File: config.mk
export PLATFORM = sky130hd
export DESIGN_NAME = pgalloc_ctrl
export DESIGN_NICKNAME = d
export VERILOG_FILES = /design/src/rtl/pgalloc_pkg.sv /design/src/rtl/pgalloc_ctrl.sv
export SDC_FILE = /design/constraint.sdc
export NUM_CORES = 1
export LEC_CHECK = 0
export ABC_AREA = 1
export BUFFER_PORTS_ARGS = -buffer_cell sky130_fd_sc_hd__buf_2
export CAP_MARGIN = 15
export CORE_AREA = 2 2 39 41
export CTS_CLUSTER_SIZE = 28
export DETAILED_ROUTE_END_ITERATION = 16
export DIE_AREA = 0 0 41 43
export PLACE_DENSITY = 0.4
export SYNTH_ARGS = -nofsm -noshare
export SYNTH_HDL_FRONTEND = slang
export SYNTH_SLANG_ARGS = --single-unit
File: constraint.sdc
create_clock -name i_clk -period 0.9 [get_ports i_clk]
set_clock_uncertainty 0.2 [all_clocks]
set_input_delay 0 -clock i_clk [delete_from_list [all_inputs] [get_ports i_clk]]
set_output_delay 0 -clock i_clk [all_outputs]
set_load 0.02 [all_outputs]
File: src/rtl/pgalloc_pkg.sv
// Package for the per-CPU page allocator: field widths, command and status
// codes, default parameters and the controller/datapath interface structs.
// No dependencies.
package pgalloc_pkg;

    localparam int PAGE_W  = 15;
    localparam int CPU_W   = 3;
    localparam int CMD_W   = 2;
    localparam int STAT_W  = 2;
    localparam int COUNT_W = 8;
    localparam int LEN_W   = 16;

    localparam int DEF_NUM_PAGES = 32768;
    localparam int DEF_NUM_CPUS  = 8;

    localparam logic [CMD_W-1:0] CMD_ALLOC  = 2'd0;
    localparam logic [CMD_W-1:0] CMD_FREE   = 2'd1;
    localparam logic [CMD_W-1:0] CMD_REF    = 2'd2;
    localparam logic [CMD_W-1:0] CMD_REPORT = 2'd3;

    localparam logic [STAT_W-1:0] ST_OK     = 2'd0;
    localparam logic [STAT_W-1:0] ST_NOFREE = 2'd1;
    localparam logic [STAT_W-1:0] ST_RANGE  = 2'd2;
    localparam logic [STAT_W-1:0] ST_COUNT  = 2'd3;

    localparam logic [COUNT_W-1:0] COUNT_MAX = 8'd255;

    typedef struct packed {
        logic clr_step;
        logic accept;
        logic exec;
    } t_ctl_cmd;

    typedef struct packed {
        logic clr_last;
        logic out_ready;
    } t_dp_status;

endpackage

File: src/rtl/pgalloc_ctrl.sv
// Controller of the page allocator: clearing pass, accept and execute phases.
// Depends on pgalloc_pkg for the command and status structs.
module pgalloc_ctrl (
    input  logic                    i_clk,
    input  logic                    i_rst_n,
    input  logic                    i_s_tvalid,
    output logic                    o_s_tready,
    input  pgalloc_pkg::t_dp_status i_st,
    output pgalloc_pkg::t_ctl_cmd   o_cmd
);
    import pgalloc_pkg::*;

    localparam logic [1:0] S_CLEAR = 2'd0;
    localparam logic [1:0] S_IDLE  = 2'd1;
    localparam logic [1:0] S_EXEC  = 2'd2;

    logic [1:0] r_state;
    logic [1:0] n_state;

    always_comb begin
        n_state        = r_state;
        o_cmd.clr_step = 1'b0;
        o_cmd.accept   = 1'b0;
        o_cmd.exec     = 1'b0;
        o_s_tready     = 1'b0;
        unique case (r_state)
            S_CLEAR: begin
                o_cmd.clr_step = 1'b1;
                if (i_st.clr_last) begin
                    n_state = S_IDLE;
                end
            end
            S_IDLE: begin
                o_s_tready = 1'b1;
                if (i_s_tvalid) begin
                    o_cmd.accept = 1'b1;
                    n_state      = S_EXEC;
                end
            end
            S_EXEC: begin
                // Finish only once the result register can take the beat.
                if (i_st.out_ready) begin
                    o_cmd.exec = 1'b1;
                    n_state    = S_IDLE;
                end
            end
            default: begin
                n_state = S_CLEAR;
            end
        endcase
    end

    always_ff @(posedge i_clk) begin
        if (!i_rst_n) begin
            r_state <= S_CLEAR;
        end else begin
            r_state <= n_state;
        end
    end

endmodule

## Word-level counts from Yosys, hierarchy flattened

Cells that the tools add are included.
W data, S select, Z words.

- Input port bits: 5
- Register bits after elaboration: 2
- Output and inout port bits: 4
- Logic and storage cells: 18

- Equality and inequality tests: 5
- Muxes and demuxes: 10
- Reductions and logical operators: 2

Operators with widths:

| cell | count |
|---|---|
| $mux W1 | 6 |
| $mux W2 | 3 |
| $ne A2 B2 Y1 const B | 3 |
| $pmux W2 S3 | 1 |
| $reduce_and A3 Y1 | 1 |
| $eq A2 B1 Y1 const B | 1 |
| $eq A2 B2 Y1 const B | 1 |
| $logic_not A2 Y1 | 1 |

## Depth between registers and ports, before layout

Gate-level depths: netlist (run 1).

- Depth after elaboration: 3
- Depth in mapped cells: 4
- Mapped depth without buffers: 4

## Worst setup path after synthesis (run 1)

Ideal clock, no wire load.

- Path type: register to output
- From: reg r_state[1]
- To: out o_cmd[0] in the netlist's numbering
- Arrival: 0.937 ns
- Buffers on the path: 0
- Required time: 0.700 ns
- Stages on the path, launching flop included: 3
- Setup slack: -0.237 ns
- Cells stage by stage: dfxtp_1 > inv_1 > nor3_1

RTL lines:

| what | RTL line | text |
|---|---|---|
| start, declared | pgalloc_ctrl.sv:17 | `logic [1:0] r_state;` |
| start signal, assigned | pgalloc_ctrl.sv:57 | `r_state <= n_state;` |
| end, declared | pgalloc_ctrl.sv:9 | `output pgalloc_pkg::t_ctl_cmd o_cmd` |

==> results of run 1 <==
worst max-delay path, stage by stage, from the launching register on:
cell,delay (ps)
dfxtp_4,360
nor3_4,180
buf_6,130
layout make-up:
cell class / instances / share of cell area
sequential: 2 / 0.1696
tap: 16 / 0.07143
timing repair buffer: 10 / 0.3080
multi-input combinational: 11 / 0.2812
inverter: 6 / 0.08929
clock buffer: 3 / 0.08036
Yosys cell counts:
master	count	share of area
o21ai_0	1	0.042
dfxtp_1	2	0.33
nor3_1	1	0.042
a21boi_1	1	0.063
nand3_2	1	0.083
inv_1	6	0.19
nor2_2	1	0.052
nand3_1	1	0.042
nand2_1	4	0.12
nor2_1	1	0.031
cells in the final DEF (no fill, tap or decap):
master         count
clkbuf_4           3
nor2_1             1
buf_6              5
nor2_4             1
nor3_4             1
a21boi_1           1
inv_2              1
dfxtp_4            2
inv_4              1
buf_2              4
o21ai_1            1
nand2_1            4
inv_1              4
dlygate4sd3_1      1
nand3_2            2
power by group through the flow:
stage | Sequential, mW | Combinational (mW) | Clock, mW
floorplan | 0.112 | 0.0530 | 0
global placement | 0.113 | 0.0801 | 0
detailed placement | 0.114 | 0.0806 | 0
CTS | 0.112 | 0.113 | 0.207
global route | 0.113 | 0.120 | 0.212
finish | 0.112 | 0.110 | 0.198
routing by layer:
metal,part of all wire,global-route usage,vias to the layer above
met1,0.37,0.04444,67
li1,-,-,84
met2,0.53,0.06875,5
met3,0.093,0.03141,0
met4,0,0.06000,0
met5,0,0,-
final timing paths:
check	from	end	depth (start not counted)
worst min-delay path	i_s_tvalid	r_state[0]$_SDFFE_PN0P_	4
worst max register to register	r_state[1]$_SDFFE_PN0P_	r_state[0]$_SDFFE_PN0P_	4
worst max-delay path	r_state[0]$_SDFFE_PN0P_	o_cmd[0]	2
worst min register to register	r_state[0]$_SDFFE_PN0P_	r_state[1]$_SDFFE_PN0P_	2
through the flow:
step / hold WS (ps) / TNS, ps / total power [mW] / utilization
6_report: -133.1 / -813.4 / 0.4199 / 0.2025
5_1_grt: -116.2 / -1041 / 0.4451 / 0.2025
4_1_cts: -138.2 / -955.9 / 0.4320 / 0.2025
3_5_place_dp: 53.14 / -347.1 / 0.1944 / 0.1438
3_3_place_gp: 45.37 / -319.5 / 0.1935 / 0.1438
2_1_floorplan: -82.83 / -96.93 / 0.1647 / -
logic make-up (layout without fill, tap and decap cells):
kind of cell / count (synthesis) / in the layout / share of synthesized area
flops: 2 / 2 / 0.3333
simple gates: 9 / 9 / 0.3749
buf+inv: 6 / 19 / 0.1875
compound gates: 2 / 2 / 0.1042
what timing repair did:
| action | 4_1_cts | 5_1_grt |
|---|---|---|
| pin swaps | 4 | 2 |
| endpoints found under the setup margin | 6 | 6 |
| hold endpoints to repair | 2 | 2 |
| setup buffers | 1 | 0 |
| gates resized for setup | 15 | 1 |
==> impl_metrics.py, run 1 <==
metrics = {
    "placed_design": {
        "io_buffers": 8,
        "dp_cells": 43,
        "gp_congestion": 0.6217,
        "placed_cell_area_um2": 198.9,
        "post-place-ws_ps": -102.2,
    },
    "floorplanning": {
        "core_um2": 1384,
        "fp.dieW_um": 41,
        "io_pins": 9,
        "die_h_um": 43,
        "rows": 14,
        "die_area_um2": 1763,
        "start_util": 0.08680,
    },
    "pwr": {
        "p_leak_nw": 0.1415,
        "p_int_mw": 0.2995,
        "power_density_nw_per_um2": 1498,
        "power_frac_comb": 0.262,
        "clock_power_share": 0.471,
        "netSwitchingPower_mw": 0.1204,
        "peakVddDrop_uv": 431.3,
        "switching_share": 0.2867,
        "seqPwrFrac": 0.266,
    },
    "timing": {
        "hold_violations": 2,
        "setup_violations": 6,
        "period_needed_ps": 1098,
        "max_freq_ghz": 0.9104,
        "setup_ws_ps": -198.4,
        "final.period_utilization": 1.220,
        "relSlewSlack": 0.9065,
        "worstMarginPinSlew_ps": 140.1,
        "rsz0062_at_grt": "true",
        "slew_viol_final": 0,
        "hold_ws_ps": -133.1,
    },
    "finish": {
        "finalNetCount": 39,
        "fin_area_um2": 280.3,
        "antenna_cells": 0,
        "syn2layout_area_growth_pct": 133.3,
        "largest_reg_flops": 2,
        "drive_gt1_frac": 0.6250,
        "seqCellArea_um2": 47.55,
        "multiInputGateArea_um2": 78.83,
        "top_register": "r_state",
        "stdcell_count": 48,
        "top_regs": "r_state: 2 flops",
        "fillers": 159,
    },
    "synth": {
        "synth_warnings": 0,
        "ys_types": 10,
        "synth_nets": 24,
        "yosysSeqAreaShare": 0.3333,
        "syn_area_um2": 120.1,
        "synth-seq-cells": 2,
        "syn_avg_cell_area_um2": 6.322,
        "syn_inst": 19,
    },
    "route": {
        "via_per_inst": 3.250,
        "wire_per_inst_um": 6.688,
        "num_vias": 156,
        "wl_um": 321,
        "dr.pass1.iters": 1,
        "drtIter0Drc": 0,
        "drcViolationCount": 0,
        "ant_nets": 0,
    },
    "global_routing": {
        "grt_max_degree": 7,
        "grt_pass1_wl_um": 531,
        "grt-ovfl-total": 0,
        "grt_pass1_vias": 169,
        "grt.total_usage": 0.05100,
        "antenna_found_initial": 0,
    },
    "min_path": {
        "worstHoldPathType": "input port to flip-flop",
    },
    "flow_run": {
        "drv_cap": 0,
    },
    "critical_path": {
        "arrival_ps": 900,
        "worst_setup_path_start_kind": "flip-flop",
        "r2r_setup_slack_ps": -130,
        "path_class": "flip-flop to output port",
        "cp.required_ps": 700,
        "path_max_fanout": 6,
        "critPathCaptureType": "output port",
    },
    "cts": {
        "cts.clk_slew.worst_paths_ps": 30,
        "cts_num_sinks": 2,
        "hold_buffers": 1,
        "cts.htree.levels": 1,
        "cts_buffers": 3,
        "cts_tree": "yes",
        "cts.path.max_buffers": 2,
        "cts-root-buf": "clkbuf_4",
        "clk_latency_ps": 220,
    },
    "status": {
        "status": "finished with violations",
        "violations": "hold timing, setup timing",
    },
}
(Power assumes the default switching activity.)
==> run 2, diff against run 1 <==
--- a/config.mk
+++ b/config.mk
@@ -5,14 +5,13 @@
 export SDC_FILE = /design/constraint.sdc
 export NUM_CORES = 1
 export LEC_CHECK = 0
-export ABC_AREA = 1
 export BUFFER_PORTS_ARGS = -buffer_cell sky130_fd_sc_hd__buf_2
 export CAP_MARGIN = 15
 export CORE_AREA = 2 2 39 41
 export CTS_CLUSTER_SIZE = 28
 export DETAILED_ROUTE_END_ITERATION = 16
 export DIE_AREA = 0 0 41 43
-export PLACE_DENSITY = 0.4
+export PLACE_DENSITY = 0.39
 export SYNTH_ARGS = -nofsm -noshare
 export SYNTH_HDL_FRONTEND = slang
 export SYNTH_SLANG_ARGS = --single-unit
==> impl_metrics.py, run 2 <==
metrics = {
    "critical_path": {
        "r2r_setup_slack_ps": -260,
        "worstRegToRegCells": 2,
        "worst_setup_path_start_kind": "flip-flop",
        "critPathCaptureType": "output port",
        "arrival_ps": 1000,
        "cp.required_ps": 700,
        "path_max_fanout": 4,
        "r2r_end": "r_state[0]$_SDFFE_PN0P_",
        "r2r_start": "r_state[1]$_SDFFE_PN0P_",
        "path_class": "flip-flop to output port",
    },
    "timing": {
        "setup_ws_ps": -303.3,
        "period_needed_ps": 1203,
        "relSlewSlack": 0.8993,
        "slew_viol_final": 0,
        "hold_ws_ps": -101.0,
        "worstMarginPinSlew_ps": 149.4,
        "hold_violations": 2,
        "rsz0062_at_grt": "true",
        "final.period_utilization": 1.337,
        "setup_violations": 6,
        "max_freq_ghz": 0.8310,
    },
    "route": {
        "drcViolationCount": 0,
        "wire_per_inst_um": 7.711,
        "num_vias": 148,
        "wl_um": 347,
        "via_per_inst": 3.289,
        "dr.pass1.iters": 2,
        "drtIter0Drc": 1,
        "ant_nets": 0,
    },
    "floorplanning": {
        "fp.dieW_um": 41,
        "io_pins": 9,
        "die_area_um2": 1763,
        "rows": 14,
        "core_um2": 1384,
        "start_util": 0.08318,
        "die_h_um": 43,
    },
    "finish": {
        "antenna_cells": 0,
        "top_register": "r_state",
        "finalNetCount": 36,
        "top_regs": "r_state: 2 flops",
        "fillers": 157,
        "final_cell_mix": "5 x buf_6, 4 x buf_2, 4 x buf_4, 3 x clkbuf_4",
        "fin_area_um2": 286.5,
        "largest_reg_flops": 2,
        "drive_gt1_frac": 0.7586,
        "final_common_cell": "buf_6",
        "syn2layout_area_growth_pct": 148.9,
    },
    "min_path": {
        "hp-start": "i_s_tvalid",
        "hold_depth": 3,
        "hold_end": "r_state[0]$_SDFFE_PN0P_",
        "worstHoldPathType": "input port to flip-flop",
    },
    "global_routing": {
        "grt.total_usage": 0.05706,
        "grt-ovfl-total": 0,
        "grt_pass1_vias": 141,
        "grt_max_degree": 6,
        "antenna_found_initial": 0,
        "grt_pass1_wl_um": 607,
    },
    "cts": {
        "cts_setup_buffers": 0,
        "cts.htree.levels": 1,
        "clk_latency_ps": 220,
        "cts_tree": "yes",
        "cts.path.max_buffers": 2,
        "cts_buffers": 3,
        "cts.clk_slew.worst_paths_ps": 30,
        "hold_buffers": 1,
        "cts_num_sinks": 2,
        "cts-root-buf": "clkbuf_4",
    },
    "synth": {
        "ys_types": 10,
        "syn_area_um2": 115.1,
        "synth_nets": 17,
        "synth_area_leaders": "dfxtp_1 35%, mux2_4 13%, and3b_2 8.7%",
        "syn_inst": 12,
        "yosysSeqAreaShare": 0.3478,
        "synth-seq-cells": 2,
        "ys.flop_type": "dfxtp_1",
        "synth_edf_count": 0,
        "syn_avg_cell_area_um2": 9.593,
        "synth_warnings": 0,
        "synthArstFlopShare": 0,
        "synth_top_cell_by_area": "dfxtp_1",
        "synth_top_area_share": 0.3478,
        "ys_top_cells_by_count": "2 x dfxtp_1, 2 x nor2_1",
    },
    "pwr": {
        "power_density_nw_per_um2": 1484,
        "peakVddDrop_uv": 945.6,
        "p_leak_nw": 0.1408,
        "finalPower_mw": 0.4253,
    },
    "flow_run": {
        "drv_cap": 0,
    },
    "status": {
        "violations": "hold timing, setup timing",
        "status": "finished with violations",
    },
    "placed_design": {
        "placed_cell_area_um2": 214.0,
        "io_buffers": 8,
        "gp_congestion": 0.6437,
    },
}
run 2: final cells by class:
cell class,count,area (um2),area share
clock buffer,3,22.52,0.07860
tap,16,20.02,0.06987
sequential,2,45.04,0.1572
timing repair buffer,14,116.4,0.4061
multi-input combinational,10,82.58,0.2882
run 2: cells by family after synthesis:
logic type / Yosys count / share of synthesized area
flip-flops: 2 / 0.3478
multiplexers: 1 / 0.1304
AND/OR/NAND/NOR: 6 / 0.3261
AO/OA/AOI/OAI: 3 / 0.1956
run 2: through the flow:
stage,std cells,worst slack [ps],utilization,TNS [ps]
finish,45,-303.3,0.2071,-1427
CTS,45,-315.7,0.2071,-1482
floorplan,12,-243.1,-,-433.0
global placement,41,-259.9,0.1546,-676.6
global route,45,-344.3,0.2071,-1647
detailed placement,41,-253.0,0.1546,-635.0
run 2: what timing repair did:
| action | CTS | global route |
|---|---|---|
| pin swaps | 1 | 0 |
| setup endpoints to repair | 6 | 6 |
| gates resized for setup | 13 | 0 |
| endpoints found under the hold margin | 2 | 1 |
run 2: where the power goes:
| part | switching, mW | internal (mW) |
|---|---|---|
| sequential | 0.00958 | 0.0958 |
| combinational | 0.0477 | 0.0767 |
| clock | 0.0487 | 0.147 |
| total | 0.106 | 0.319 |
run 2: routing by layer:
metal,vias up,GRT usage,share of wire
li1,77,-,-
met5,-,0,0
met4,0,0.04000,0
met1,60,0.07643,0.54
met2,11,0.04688,0.29
met3,0,0.06283,0.17
run 2: worst max-delay path by stage:
stage / start / endpoint / slack, ps / depth (start not counted)
3_5_place_dp: r_state[1]$_SDFFE_PN0P_ / r_state[0]$_SDFFE_PN0P_ / -250 / 2
5_1_grt: r_state[1]$_SDFFE_PN0P_ / o_s_tready / -340 / 3
2_1_floorplan: r_state[1]$_SDFFE_PN0P_ / r_state[0]$_SDFFE_PN0P_ / -240 / 2
3_3_place_gp: r_state[1]$_SDFFE_PN0P_ / r_state[0]$_SDFFE_PN0P_ / -260 / 2
4_1_cts: r_state[1]$_SDFFE_PN0P_ / o_s_tready / -320 / 3
6_report: r_state[1]$_SDFFE_PN0P_ / o_s_tready / -300 / 3
run 2: worst max-delay path, stage by stage, from the launching register on:
cell	delay (ps)
dfxtp_4	360
buf_6	90
and2b_2	200
buf_6	120
